### src/rtl/price_level_order_matcher_macros.svh
// Assertion macros for the order matcher.
`ifndef PRICE_LEVEL_ORDER_MATCHER_MACROS_SVH
`define PRICE_LEVEL_ORDER_MATCHER_MACROS_SVH

// Condition implies consequence in the same cycle.
`define PLM_ASSERT_IMP(label, cond, cons, msg) \
  label: assert property (@(posedge clk) disable iff (rst) (cond) |-> (cons)) \
    else $error(msg);

// Condition implies consequence in the next cycle.
`define PLM_ASSERT_NEXT(label, cond, cons, msg) \
  label: assert property (@(posedge clk) disable iff (rst) (cond) |=> (cons)) \
    else $error(msg);

`endif

### src/rtl/plm_pkg.sv
`default_nettype none

package plm_pkg;

  localparam int PRICE_W = 15;
  localparam int QTY_W   = 32;
  localparam int VOL_W   = 48;
  localparam int BID_W   = 14;
  localparam int ASK_W   = 15;
  localparam int BAR_W   = 14;

  // Classification made by the front end.
  typedef enum logic [1:0] {
    KIND_ORDER,
    KIND_NEWBAR,
    KIND_REJECT
  } plm_kind_t;

  // One queued beat.
  typedef struct packed {
    plm_kind_t          kind;
    logic               side;
    logic               mkt;
    logic [PRICE_W-1:0] price;
    logic [QTY_W-1:0]   qty;
  } plm_item_t;

  // Back end sequencer states.
  typedef enum logic [3:0] {
    ST_CLEAR,
    ST_IDLE,
    ST_WALK,
    ST_WALK_RD,
    ST_REST,
    ST_REST_RD,
    ST_ASK,
    ST_ASK_RD,
    ST_BID,
    ST_BID_RD,
    ST_OUT
  } plm_state_t;

endpackage

`default_nettype wire

### src/rtl/plm_front.sv
`default_nettype none

module plm_front #(
  parameter int PRICE_LEVELS = 16384
) (
  input  wire logic                         clk,
  input  wire logic                         rst,
  input  wire logic                         in_valid,
  output logic                              in_stall,
  input  wire logic                         op,
  input  wire logic                         side,
  input  wire logic                         order_type,
  input  wire logic [plm_pkg::PRICE_W-1:0]  price,
  input  wire logic [plm_pkg::QTY_W-1:0]    quantity,
  output logic                              q_valid,
  output plm_pkg::plm_item_t                q_item,
  input  wire logic                         q_pop
);

  localparam int QD = 2;

  plm_pkg::plm_item_t entries [QD];
  plm_pkg::plm_item_t item_in;
  logic               wr_ptr;
  logic               rd_ptr;
  logic [1:0]         count;
  logic               push;

  // Classify the incoming beat.
  always_comb begin
    item_in.side  = side;
    item_in.mkt   = order_type;
    item_in.price = price;
    item_in.qty   = quantity;
    if (op) begin
      item_in.kind = plm_pkg::KIND_NEWBAR;
    end else if (!order_type && (32'(price) >= 32'(PRICE_LEVELS))) begin
      item_in.kind = plm_pkg::KIND_REJECT;
    end else begin
      item_in.kind = plm_pkg::KIND_ORDER;
    end
  end

  assign in_stall = (count == 2'(QD));
  assign push     = in_valid && !in_stall;
  assign q_valid  = (count != 2'd0);
  assign q_item   = entries[rd_ptr];

  // Two-entry queue to the back end.
  always_ff @(posedge clk) begin
    if (push) begin
      entries[wr_ptr] <= item_in;
    end
  end

  always_ff @(posedge clk) begin
    if (rst) begin
      wr_ptr <= 1'b0;
      rd_ptr <= 1'b0;
      count  <= 2'd0;
    end else begin
      if (push) wr_ptr <= ~wr_ptr;
      if (q_pop) rd_ptr <= ~rd_ptr;
      count <= count + 2'(push) - 2'(q_pop);
    end
  end

endmodule

`default_nettype wire

### config.mk
export PLATFORM = sky130hd
export DESIGN_NAME = plm_front
export DESIGN_NICKNAME = d
export VERILOG_FILES = /design/src/rtl/price_level_order_matcher_macros.svh /design/src/rtl/plm_pkg.sv /design/src/rtl/plm_front.sv
export SDC_FILE = /design/constraint.sdc
export NUM_CORES = 1
export LEC_CHECK = 0
export ABC_AREA = 1
export BUFFER_PORTS_ARGS = -buffer_cell sky130_fd_sc_hd__buf_2
export CAP_MARGIN = 0
export CORE_MARGIN = 2
export CORE_UTILIZATION = 45
export DETAILED_ROUTE_END_ITERATION = 12
export PLACE_DENSITY = 0.7
export SLEW_MARGIN = 20
export SYNTH_ARGS = -nofsm -noshare
export SYNTH_HDL_FRONTEND = slang
export SYNTH_SLANG_ARGS = --single-unit
### constraint.sdc
create_clock -name clk -period 3.45 [get_ports clk]
set_input_delay 0.345 -clock clk [delete_from_list [all_inputs] [get_ports clk]]
set_output_delay 0.345 -clock clk [all_outputs]
set_load 0.02 [all_outputs]
# Word-level counts from Yosys, hierarchy flattened
# Memories as Yosys holds them, arrays and structs flattened. A register that Yosys moved wholly into a read port is not among the register bits.
# Cells that the tools add are included.
dict set report op_classes {
  n_addsub 2
  n_lt_le_gt_ge 1
  eq_ne 1
  mux 6
  bitwise 2
  reduce_logical 5
}
# op count
set ops {}
lappend ops {{15-bit greater-or-equal comparator (second input constant)} 1}
lappend ops {{1-bit 2-to-1 mux} 4}
lappend ops {{2-bit 2-to-1 mux} 2}
lappend ops {{2-bit by 1-bit adder with 2-bit output} 1}
lappend ops {{2-bit equality test (second input constant)} 1}
lappend ops {{1-bit logical AND} 2}
lappend ops {{1-bit zero test} 2}
lappend ops {{1-bit inverter} 2}
lappend ops {{2-bit nonzero test} 1}
lappend ops {{2-bit by 1-bit subtractor with 2-bit output} 1}
dict set report totals {
  register_bits 4
  ram_bits 102
  inputBits 54
  out_inout_bits 53
  word_cells 21
  n_memories 1
}
# name words width rd rd_clocked_by_memory_dff write_ports line_no
set mem_list {}
lappend mem_list {entries 2 51 1 1 1 plm_front.sv:22} ;# plm_pkg::plm_item_t entries [QD];

# Logic depth before layout (Yosys ltp)
# Gate-level depths: netlist (run 1).
dict set report logic_depth {
  ltp_word 5
  ltp_mapped 11
  depth_no_buf 11
}

# Worst setup path after synthesis (run 1)
# OpenSTA, ideal clock, no wires.
dict set report synth_timing {
  path_kind {flip-flop to flip-flop}
  start {reg count[0]}
  end {mem entries[0][0] (netlist name) (enable)}
  setup_ps 460
  arrival_ps 2674
  required_time_ps 2990
  path_slack_ps 317
  path_stages_with_launch 5
  path_buffers 0
  period_less_slack_ps 3133
  path_cell_list {dfxtp_1 > inv_1 > nand2_1 > nand2_1 > nor2_1}
}
dict set report synth_via {
  elab_chain_cells 5
}
# element line_no
set synth_lines {}
lappend synth_lines {{start, declared} plm_front.sv:26} ;# logic [1:0] count;
lappend synth_lines {{start signal, assigned} plm_front.sv:64} ;# count <= count + 2'(push) - 2'(q_pop);
lappend synth_lines {{2-bit equality test} plm_front.sv:44} ;# assign in_stall = (count == 2'(QD));
lappend synth_lines {{1-bit zero test} plm_front.sv:45} ;# assign push = in_valid && !in_stall;
lappend synth_lines {{1-bit logical AND} plm_front.sv:45}
lappend synth_lines {{1-bit 2-to-1 mux} plm_front.sv:51} ;# if (push) begin
lappend synth_lines {{1-bit 2-to-1 mux (implied by the code)} plm_front.sv:52} ;# entries[wr_ptr] <= item_in;
lappend synth_lines {{end, declared} plm_front.sv:22}
# Every way passes these cells.

==> flow_metrics.py, run 1 <==
metrics = {
    "grt": {
        "track_usage_pct": 12.5,
        "grt_overflow": 0,
        "grt_start_max_net_pins": 52,
        "grt_pass1_vias": 1898,
        "grt_pass1_wl_um": 9190,
        "antenna_found_initial": 0,
    },
    "sta": {
        "skew_ns": 0.0100,
        "drv_slew": 0,
        "setup_viol": 0,
        "relSlewSlack_pct": 36.8,
        "rsz0062_at_grt": "false",
        "hold_viol": 0,
        "finalSetupTns_ns": 0,
        "tightest_slew_ns": 0.948,
        "fin_crit_ns": 2.28,
        "timing.final.crit_share_pct": 66.1,
        "fmax_mhz": 438,
    },
    "route": {
        "drt-initial-drc-count": 66,
        "postRouteAntennaNets": 0,
        "num_vias": 2007,
        "via_per_inst": 4.77,
        "dr.pass1.iters": 4,
        "wirelength_um": 6250,
        "wl_per_cell_um": 14.8,
        "post-route-drc-count": 0,
    },
    "floorplanning": {
        "start_util_pct": 45.9,
        "die_h_um": 100,
        "die_w_um": 100,
        "dieArea_um2": 10100,
        "rows": 35,
        "fp.coreArea_um2": 9110,
        "io_pins": 107,
    },
    "final_layout": {
        "final_nets": 362,
        "fin_area_um2": 4960,
        "layout_common_cells": "buf_2, edfxtp_1, mux2_4",
        "area_growth_pct": 18.8,
        "mostFrequentLayoutCell": "buf_2",
        "num-fill-cells": 750,
        "diodes": 0,
        "drive_gt1_share_pct": 56.5,
    },
    "clock_tree": {
        "cts_resized": 0,
        "cts_hold_buf": 0,
        "cts_tree": "done",
        "htreeDepth": 3,
        "numCtsBuffers": 9,
        "post_cts_buffers": 0,
        "clk_latency_ns": 0.35,
        "root_buffer": "clkbuf_8",
        "clkTransAtPathRegs_ns": 0.09,
        "clock_sinks": 107,
        "clockBufferDepth": 2,
    },
    "synthesis": {
        "synth.distinct_cells": 14,
        "synth_fp_nets": 250,
        "avgSynthCellArea_um2": 21.5,
        "syn_area_um2": 4180,
        "synth_warnings": 0,
        "ys_seq_area_share_pct": 75.7,
        "ys_ff_latch": 107,
        "synthCells": 194,
    },
    "power_and_ir_drop": {
        "leakagePower_nw": 2.00,
        "clockPowerShare_pct": 27.1,
        "power_per_cell_area_nw_per_um2": 578,
        "internal_power_mw": 2.18,
        "p_switching_mw": 0.690,
        "p_seq_share_pct": 56.3,
        "combPwrFrac_pct": 16.5,
        "irDropWorstVdd_mv": 0.424,
        "switching_share_pct": 24.0,
    },
    "critical_path": {
        "crit_type": "reg2out",
        "crit_path_end_kind": "output pin",
        "worstPathRequired_ns": 3.11,
        "crit_path_start_kind": "flop",
        "arrival_ns": 1.94,
        "path_max_fanout": 51,
        "r2r_cells": 4,
    },
    "placed_design": {
        "place_hpwl_um": 4060,
        "portBuffers": 106,
        "placed_area_um2": 4760,
        "place.gp.congestion": 0.688,
    },
    "flow_run": {
        "cap_viol_max_count": 0,
    },
    "min_path": {
        "hold_path.class": "in2reg",
        "hold_depth": 1,
    },
    "outcome": {
        "outcome": "finished, final reports clean",
    },
}
## per-stage QoR
stage	util, %	hold slack [ns]	setup WS (ns)	std cells	total power, mW
2_1_floorplan	-	0.416	0.317	194	1.99
3_3_place_gp	52.2	0.492	1.53	406	2.12
3_5_place_dp	52.2	0.505	1.53	406	2.13
4_1_cts	54.5	0.153	1.12	421	2.90
5_1_grt	54.5	0.155	1.09	421	3.00
6_report	54.5	0.178	1.17	421	2.87
## kinds of logic after synthesis
kind of cell	share of synthesized area, %
adders and majority gates	0.599
AOI/OAI and AO/OA	0.239
muxes	18.2
buffers and inverters	3.47
xor gates and xnor gates	0.210
and+or+nand+nor	1.59
DFF	75.7
## power by group through the flow
stage	Clock [mW]	Sequential [mW]	Combinational [mW]
6_report	0.778	1.62	0.475
5_1_grt	0.859	1.63	0.510
4_1_cts	0.803	1.62	0.482
3_5_place_dp	0	1.65	0.481
3_3_place_gp	0	1.64	0.477
2_1_floorplan	0	1.61	0.382
## worst paths after layout
kind,startpoint,to,slack [ns]
min reg2reg,rd_ptr$_SDFFE_PP0P_,flop,0.51
max,flop,q_item[47],1.17
max reg2reg,count[0]$_SDFF_PP0_,entries[1][39]$_DFFE_PP_,1.59
min,quantity[29],entries[0][29]$_DFFE_PP_,0.18
## layer usage
layer	vias up	share of wire [%]	track usage, %
li1	959	-	-
met1	980	40	14.1
met2	60	53	21.6
met3	8	5.3	2.92
met4	0	2.0	6.95
met5	-	0	0
## flip-flops by register name, indices dropped and copies added (netlist names), named ones only
name / flops
rd_ptr: 1
count: 2
wr_ptr: 1
entries: 102
## Yosys cell counts
cell,count,area share [%]
a21oi_1,2,0.24
buf_12,5,2.4
buf_6,1,0.27
dfxtp_1,5,2.4
edfxtp_1,102,73
ha_1,2,0.60
inv_1,9,0.81
mux2_2,1,0.27
mux2_4,50,18
nand2_1,7,0.63
nand3_1,2,0.24
nor2_1,6,0.54
nor3b_1,1,0.18
xnor2_1,1,0.21
## worst max-delay path, stage by stage, from the launching register on
cell	delay (ns)
dfxtp_4	0.95
mux2_2	0.41
buf_2	0.15
## area by class of cell
type | instances | area (um2) | area share [%]
clock buffers | 10 | 128 | 2.57
clock inverters | 5 | 78.8 | 1.59
inverters | 9 | 35.0 | 0.706
multi-input cells | 72 | 880 | 17.7
flip-flops and latches | 107 | 3170 | 63.8
well taps | 111 | 139 | 2.80
repair buffers | 107 | 538 | 10.8
No activity file was read; power rests on OpenSTA's default activity.
==> run 2, diff against run 1 <==
--- a/config.mk
+++ b/config.mk
@@ -11,7 +11,7 @@
 export CORE_MARGIN = 2
 export CORE_UTILIZATION = 45
 export DETAILED_ROUTE_END_ITERATION = 12
-export PLACE_DENSITY = 0.7
+export PLACE_DENSITY = 0.72
 export SLEW_MARGIN = 20
 export SYNTH_ARGS = -nofsm -noshare
 export SYNTH_HDL_FRONTEND = slang
==> constraint.sdc (replaced) <==
create_clock -name clk -period 1.9 [get_ports clk]
set_input_delay 0.19 -clock clk [delete_from_list [all_inputs] [get_ports clk]]
set_output_delay 0.19 -clock clk [all_outputs]
set_load 0.02 [all_outputs]
==> run 2 against run 1 <==
Clock power rose by 53%. Clock skew grew 0.00076 ns. Sequential share of layout area decreased by 4.7 points. Global-route usage is 1.5 points higher. Sequential cell count is the same. Worst hold slack worse by 0.16 ns. Via count up 7.9%. Largest cell class unchanged. Largest power group unchanged.
==> flow_metrics.py, run 2 (synthesis results as in run 1) <==
metrics = {
    "outcome": {
        "outcome": "finished, final reports clean",
    },
    "sta": {
        "fin_crit_ns": 1.73,
        "skew_ns": 0.0108,
        "hold_viol": 0,
        "drv_slew": 0,
        "relSlewSlack_pct": 78.4,
        "tightest_slew_ns": 0.323,
        "setup_viol": 0,
        "fmax_mhz": 577,
        "timing.final.crit_share_pct": 91.1,
        "rsz0062_at_grt": "false",
        "finalSetupTns_ns": 0,
    },
    "floorplanning": {
        "io_pins": 107,
        "start_util_pct": 45.9,
        "rows": 35,
        "die_w_um": 100,
        "die_h_um": 100,
        "fp.coreArea_um2": 9110,
        "dieArea_um2": 10100,
    },
    "critical_path": {
        "cp_slowest_cell": "dfxtp_4",
        "worstPathBufferInverterCount": 2,
        "worstPathRequired_ns": 1.71,
        "crit_type": "reg2out",
        "path_max_fanout": 18,
        "crit_path_end_kind": "output pin",
        "arrival_ns": 1.54,
        "regToRegSetupSlack_ns": 0.30,
        "cp_top_family": "flip-flops",
        "slowest_delay_ns": 0.48,
        "crit_path_start_kind": "flop",
        "crit_chain": "buf_12, mux2_4, buf_2",
    },
    "route": {
        "num_vias": 2166,
        "dr_wl_met3_um": 342,
        "top_layer": "met4",
        "wirelength_um": 6880,
        "postRouteAntennaNets": 0,
        "wl_met1_um": 2880,
        "drt-initial-drc-count": 58,
        "wl_per_cell_um": 14.9,
        "via_per_inst": 4.69,
        "dr.pass1.iters": 4,
        "wl_met2_um": 3530,
        "post-route-drc-count": 0,
    },
    "power_and_ir_drop": {
        "irDropWorstVdd_mv": 0.494,
        "leakagePower_nw": 2.18,
        "power_per_cell_area_nw_per_um2": 954,
        "power_mw": 5.11,
    },
    "grt": {
        "grt_start_max_net_pins": 38,
        "track_usage_pct": 13.9,
        "grt_pass1_wl_um": 10400,
        "antenna_found_initial": 0,
        "grt_overflow": 0,
        "grt_pass1_vias": 2159,
    },
    "final_layout": {
        "num-fill-cells": 701,
        "layout_common_cells": "buf_2, edfxtp_1, mux2_4",
        "multi_input_area_um2": 880,
        "largest_reg_flops": 102,
        "area_growth_pct": 28.2,
        "mostFrequentLayoutCell": "buf_2",
        "regMostFlops": "entries",
        "final_nets": 403,
        "drive_gt1_share_pct": 54.4,
        "top_regs": "entries (102), count (2)",
        "diodes": 0,
        "instances_no_fill": 462,
        "ff_latch_area_um2": 3170,
    },
    "clock_tree": {
        "clk_latency_ns": 0.36,
        "htreeDepth": 3,
        "cts_tree": "done",
        "root_buffer": "clkbuf_8",
        "clockBufferDepth": 2,
        "numCtsBuffers": 9,
        "clock_sinks": 107,
        "clkTransAtPathRegs_ns": 0.09,
    },
    "placed_design": {
        "portBuffers": 106,
        "place.gp.congestion": 0.773,
        "place_inst": 413,
        "place_hpwl_um": 4560,
    },
    "flow_run": {
        "cap_viol_max_count": 0,
    },
    "min_path": {
        "hold_path.class": "in2reg",
    },
}
==> run 2: worst paths after layout <==
check	to	start	cells after the start
setup / recovery	q_item[22]	flop	3
hold / removal	entries[1][30]$_DFFE_PP_	quantity[30]	1
setup reg to reg	count[1]$_SDFF_PP0_	count[0]$_SDFF_PP0_	10
hold reg to reg	flop	rd_ptr$_SDFFE_PP0P_	2
==> run 2: through the flow <==
step	worst slack, ns	utilization, %	instance area, um2	hold slack, ns
detailed placement	0.342	53.5	4880	0.382
finish	0.168	58.8	5360	0.0211
CTS	0.0225	57.2	5210	0.000456
floorplan	0.166	-	4190	0.261
global route	0.102	58.8	5360	0.000422
global placement	0.437	53.5	4880	0.378
==> run 2: power by group <==
group	leakage, nW	internal, mW	switching [mW]
clock network	0.0831	0.472	0.722
logic	1.10	0.496	0.541
registers	0.993	2.82	0.0640
==> run 2: what timing repair did <==
item                                    CTS  global route
endpoints found under the hold margin    32            15
endpoints found under the setup margin    0             8
buffers inserted                          0             9
hold buffers                             17             8
resized for setup                         0             0
==> run 2: worst register-to-register path, cell delays in order (launching register included) <==
cell     delay [ns]
dfxtp_1        0.35
inv_1          0.06
nand2_1        0.13
nand2_1        0.14
ha_1           0.30
inv_1          0.04
ha_1           0.18
inv_1          0.05
nand2_1        0.06
a21oi_1        0.14
nor2_1         0.06
==> run 2: area by class of cell <==
| cell class | count | share of cell area, % |
|---|---|---|
| clock inverters | 6 | 0.794 |
| multi-input cells | 72 | 16.4 |
| well taps | 111 | 2.59 |
| repair buffers | 148 | 18.1 |
| flip-flops and latches | 107 | 59.1 |
| clock buffers | 9 | 2.31 |
| inverters | 9 | 0.700 |
==> run 2: layer usage <==
layer / up-vias / GRT usage [%]
met5: - / 0
met4: 0 / 6.53
met3: 12 / 4.04
met2: 65 / 23.9
met1: 1045 / 16.1
li1: 1044 / -
==> run 3, diff against run 2 <==
--- a/config.mk
+++ b/config.mk
@@ -8,10 +8,13 @@
 export ABC_AREA = 1
 export BUFFER_PORTS_ARGS = -buffer_cell sky130_fd_sc_hd__buf_2
 export CAP_MARGIN = 0
+export CELL_PAD_IN_SITES_DETAIL_PLACEMENT = 0
+export CELL_PAD_IN_SITES_GLOBAL_PLACEMENT = 1
 export CORE_MARGIN = 2
-export CORE_UTILIZATION = 45
+export CORE_UTILIZATION = 40
+export CTS_CLUSTER_DIAMETER = 80
 export DETAILED_ROUTE_END_ITERATION = 12
-export PLACE_DENSITY = 0.72
+export PLACE_DENSITY_LB_ADDON = 0.1
 export SLEW_MARGIN = 20
 export SYNTH_ARGS = -nofsm -noshare
 export SYNTH_HDL_FRONTEND = slang
==> run 3 against run 2 <==
Maximum frequency increased by 0.86%. Combinational power barely moved. Register-to-register slack better by 0.07 ns. Sequential power about the same. Design area down 0.93%. Die area grew 12%. Setup slack gained 0.015 ns. Via count decreased by 2.0%. Wire length increased by 0.70%. Critical path type unchanged. Highest routed layer unchanged.
==> flow_metrics.py, run 3 (synthesis results as in run 1) <==
metrics = {
    "floorplanning": {
        "io_pins": 107,
        "fp.coreArea_um2": 10200,
        "start_util_pct": 40.9,
        "die_w_um": 106,
        "dieArea_um2": 11300,
        "die_h_um": 106,
        "rows": 37,
    },
    "placed_design": {
        "place_hpwl_um": 4610,
        "place.gp.congestion": 0.700,
        "portBuffers": 106,
        "dp_slack_ns": 0.380,
        "place_inst": 439,
    },
    "sta": {
        "tightest_slew_ns": 0.305,
        "fmax_mhz": 582,
        "drv_slew": 0,
        "skew_ns": 0.00789,
        "setup_viol": 0,
        "setup_ws_ns": 0.183,
        "relSlewSlack_pct": 79.6,
        "finalSetupTns_ns": 0,
        "hold_viol": 0,
        "timing.final.crit_share_pct": 90.4,
        "fin_crit_ns": 1.72,
        "rsz0062_at_grt": "false",
    },
    "clock_tree": {
        "clkTransAtPathRegs_ns": 0.09,
        "numCtsBuffers": 9,
        "clk_latency_ns": 0.35,
        "clock_sinks": 107,
        "htreeDepth": 3,
        "clockBufferDepth": 2,
        "cts_tree": "done",
        "root_buffer": "clkbuf_8",
    },
    "power_and_ir_drop": {
        "clockPowerShare_pct": 23.6,
        "p_seq_share_pct": 56.5,
        "power_per_cell_area_nw_per_um2": 960,
        "leakagePower_nw": 2.13,
        "internal_power_mw": 3.78,
        "switching_share_pct": 25.9,
        "combPwrFrac_pct": 19.9,
        "p_switching_mw": 1.32,
        "irDropWorstVdd_mv": 0.416,
    },
    "route": {
        "postRouteAntennaNets": 0,
        "drt-initial-drc-count": 53,
        "via_per_inst": 4.44,
        "post-route-drc-count": 0,
        "dr.pass1.iters": 4,
        "wl_per_cell_um": 14.5,
        "wirelength_um": 6920,
        "num_vias": 2123,
    },
    "final_layout": {
        "layout_common_cells": "buf_2, edfxtp_1, mux2_4",
        "regMostFlops": "entries",
        "largest_reg_flops": 102,
        "instances_no_fill": 478,
        "diodes": 0,
        "area_growth_pct": 27.0,
        "ff_latch_area_um2": 3170,
        "final_nets": 393,
        "multi_input_area_um2": 880,
        "top_regs": "entries (102), count (2)",
        "drive_gt1_share_pct": 54.1,
        "num-fill-cells": 875,
        "mostFrequentLayoutCell": "buf_2",
    },
    "critical_path": {
        "path_max_fanout": 10,
        "worstPathRequired_ns": 1.71,
        "arrival_ns": 1.53,
        "crit_path_start_kind": "flop",
        "crit_type": "reg2out",
        "crit_path_end_kind": "output pin",
        "r2r_cells": 10,
    },
    "grt": {
        "grt_overflow": 0,
        "antenna_found_initial": 0,
        "grt_start_max_net_pins": 32,
        "grt_pass1_vias": 2134,
        "track_usage_pct": 12.3,
        "grt_pass1_wl_um": 10300,
    },
    "min_path": {
        "hold_depth": 1,
        "hold_path.class": "in2reg",
    },
    "outcome": {
        "outcome": "finished, final reports clean",
    },
    "flow_run": {
        "cap_viol_max_count": 0,
    },
}
-- run 3: cell count changes in the layout (fill, tap and decap cells not counted) --
cell and change:
dlygate4sd3_1 -4, clkbuf_1 +2, clkinv_1 -1, buf_4 -6
-- run 3: power groups by stage --
stage	clock, mW	sequential (mW)	combinational (mW)
2_1_floorplan	0	2.92	0.698
6_report	1.20	2.88	1.02
5_1_grt	1.34	2.90	1.10
3_5_place_dp	0	2.95	0.977
3_3_place_gp	0	2.94	0.975
4_1_cts	1.27	2.88	1.02
-- run 3: critical path, cell delays in order (launching register included) --
cell and delay (ns):
dfxtp_4 0.49, buf_4 0.21, mux2_4 0.31, buf_2 0.16
-- run 3: repair_timing --
action                                  in CTS  in global routing
endpoints found under the setup margin       1                  0
hold buffers                                 8                 13
gates resized for setup                      0                  0
hold endpoints to repair                    16                 26
setup buffers                                2                  0
-- run 3: area by class of cell --
cell class / instances / area share [%]
multi-input cells: 72 / 16.6
inverters: 9 / 0.707
clock buffers: 11 / 2.47
repair buffers: 138 / 16.7
clock inverters: 5 / 0.730
flip-flops and latches: 107 / 59.6
well taps: 136 / 3.20
-- run 3: metal layers --
layer / wire (um) / vias up / global-route usage (%)
met4: 93 / 0 / 5.36
met2: 3410 / 65 / 20.3
li1: - / 1023 / -
met1: 2950 / 1026 / 14.4
met3: 466 / 9 / 4.29
met5: 0 / - / 0
-- run 3: through the flow --
step                      cell area, um2  hold slack, ns  utilization [%]  power, mW
final                               5310          0.0192             51.9       5.10
after global routing                5310       0.0000186             51.9       5.33
after CTS                           5180        0.000514             50.6       5.17
after detailed placement            4900           0.381             47.9       3.93
after global placement              4900           0.379             47.9       3.92
after floorplan                     4190           0.261                -       3.61
-- run 3: final timing paths --
check,from,end,slack (ns)
worst min register to register,rd_ptr$_SDFFE_PP0P_,flop,0.52
worst max register to register,count[0]$_SDFF_PP0_,count[1]$_SDFF_PP0_,0.37
worst min-delay path,price[12],entries[1][44]$_DFFE_PP_,0.02
worst max-delay path,flop,q_item[0],0.18
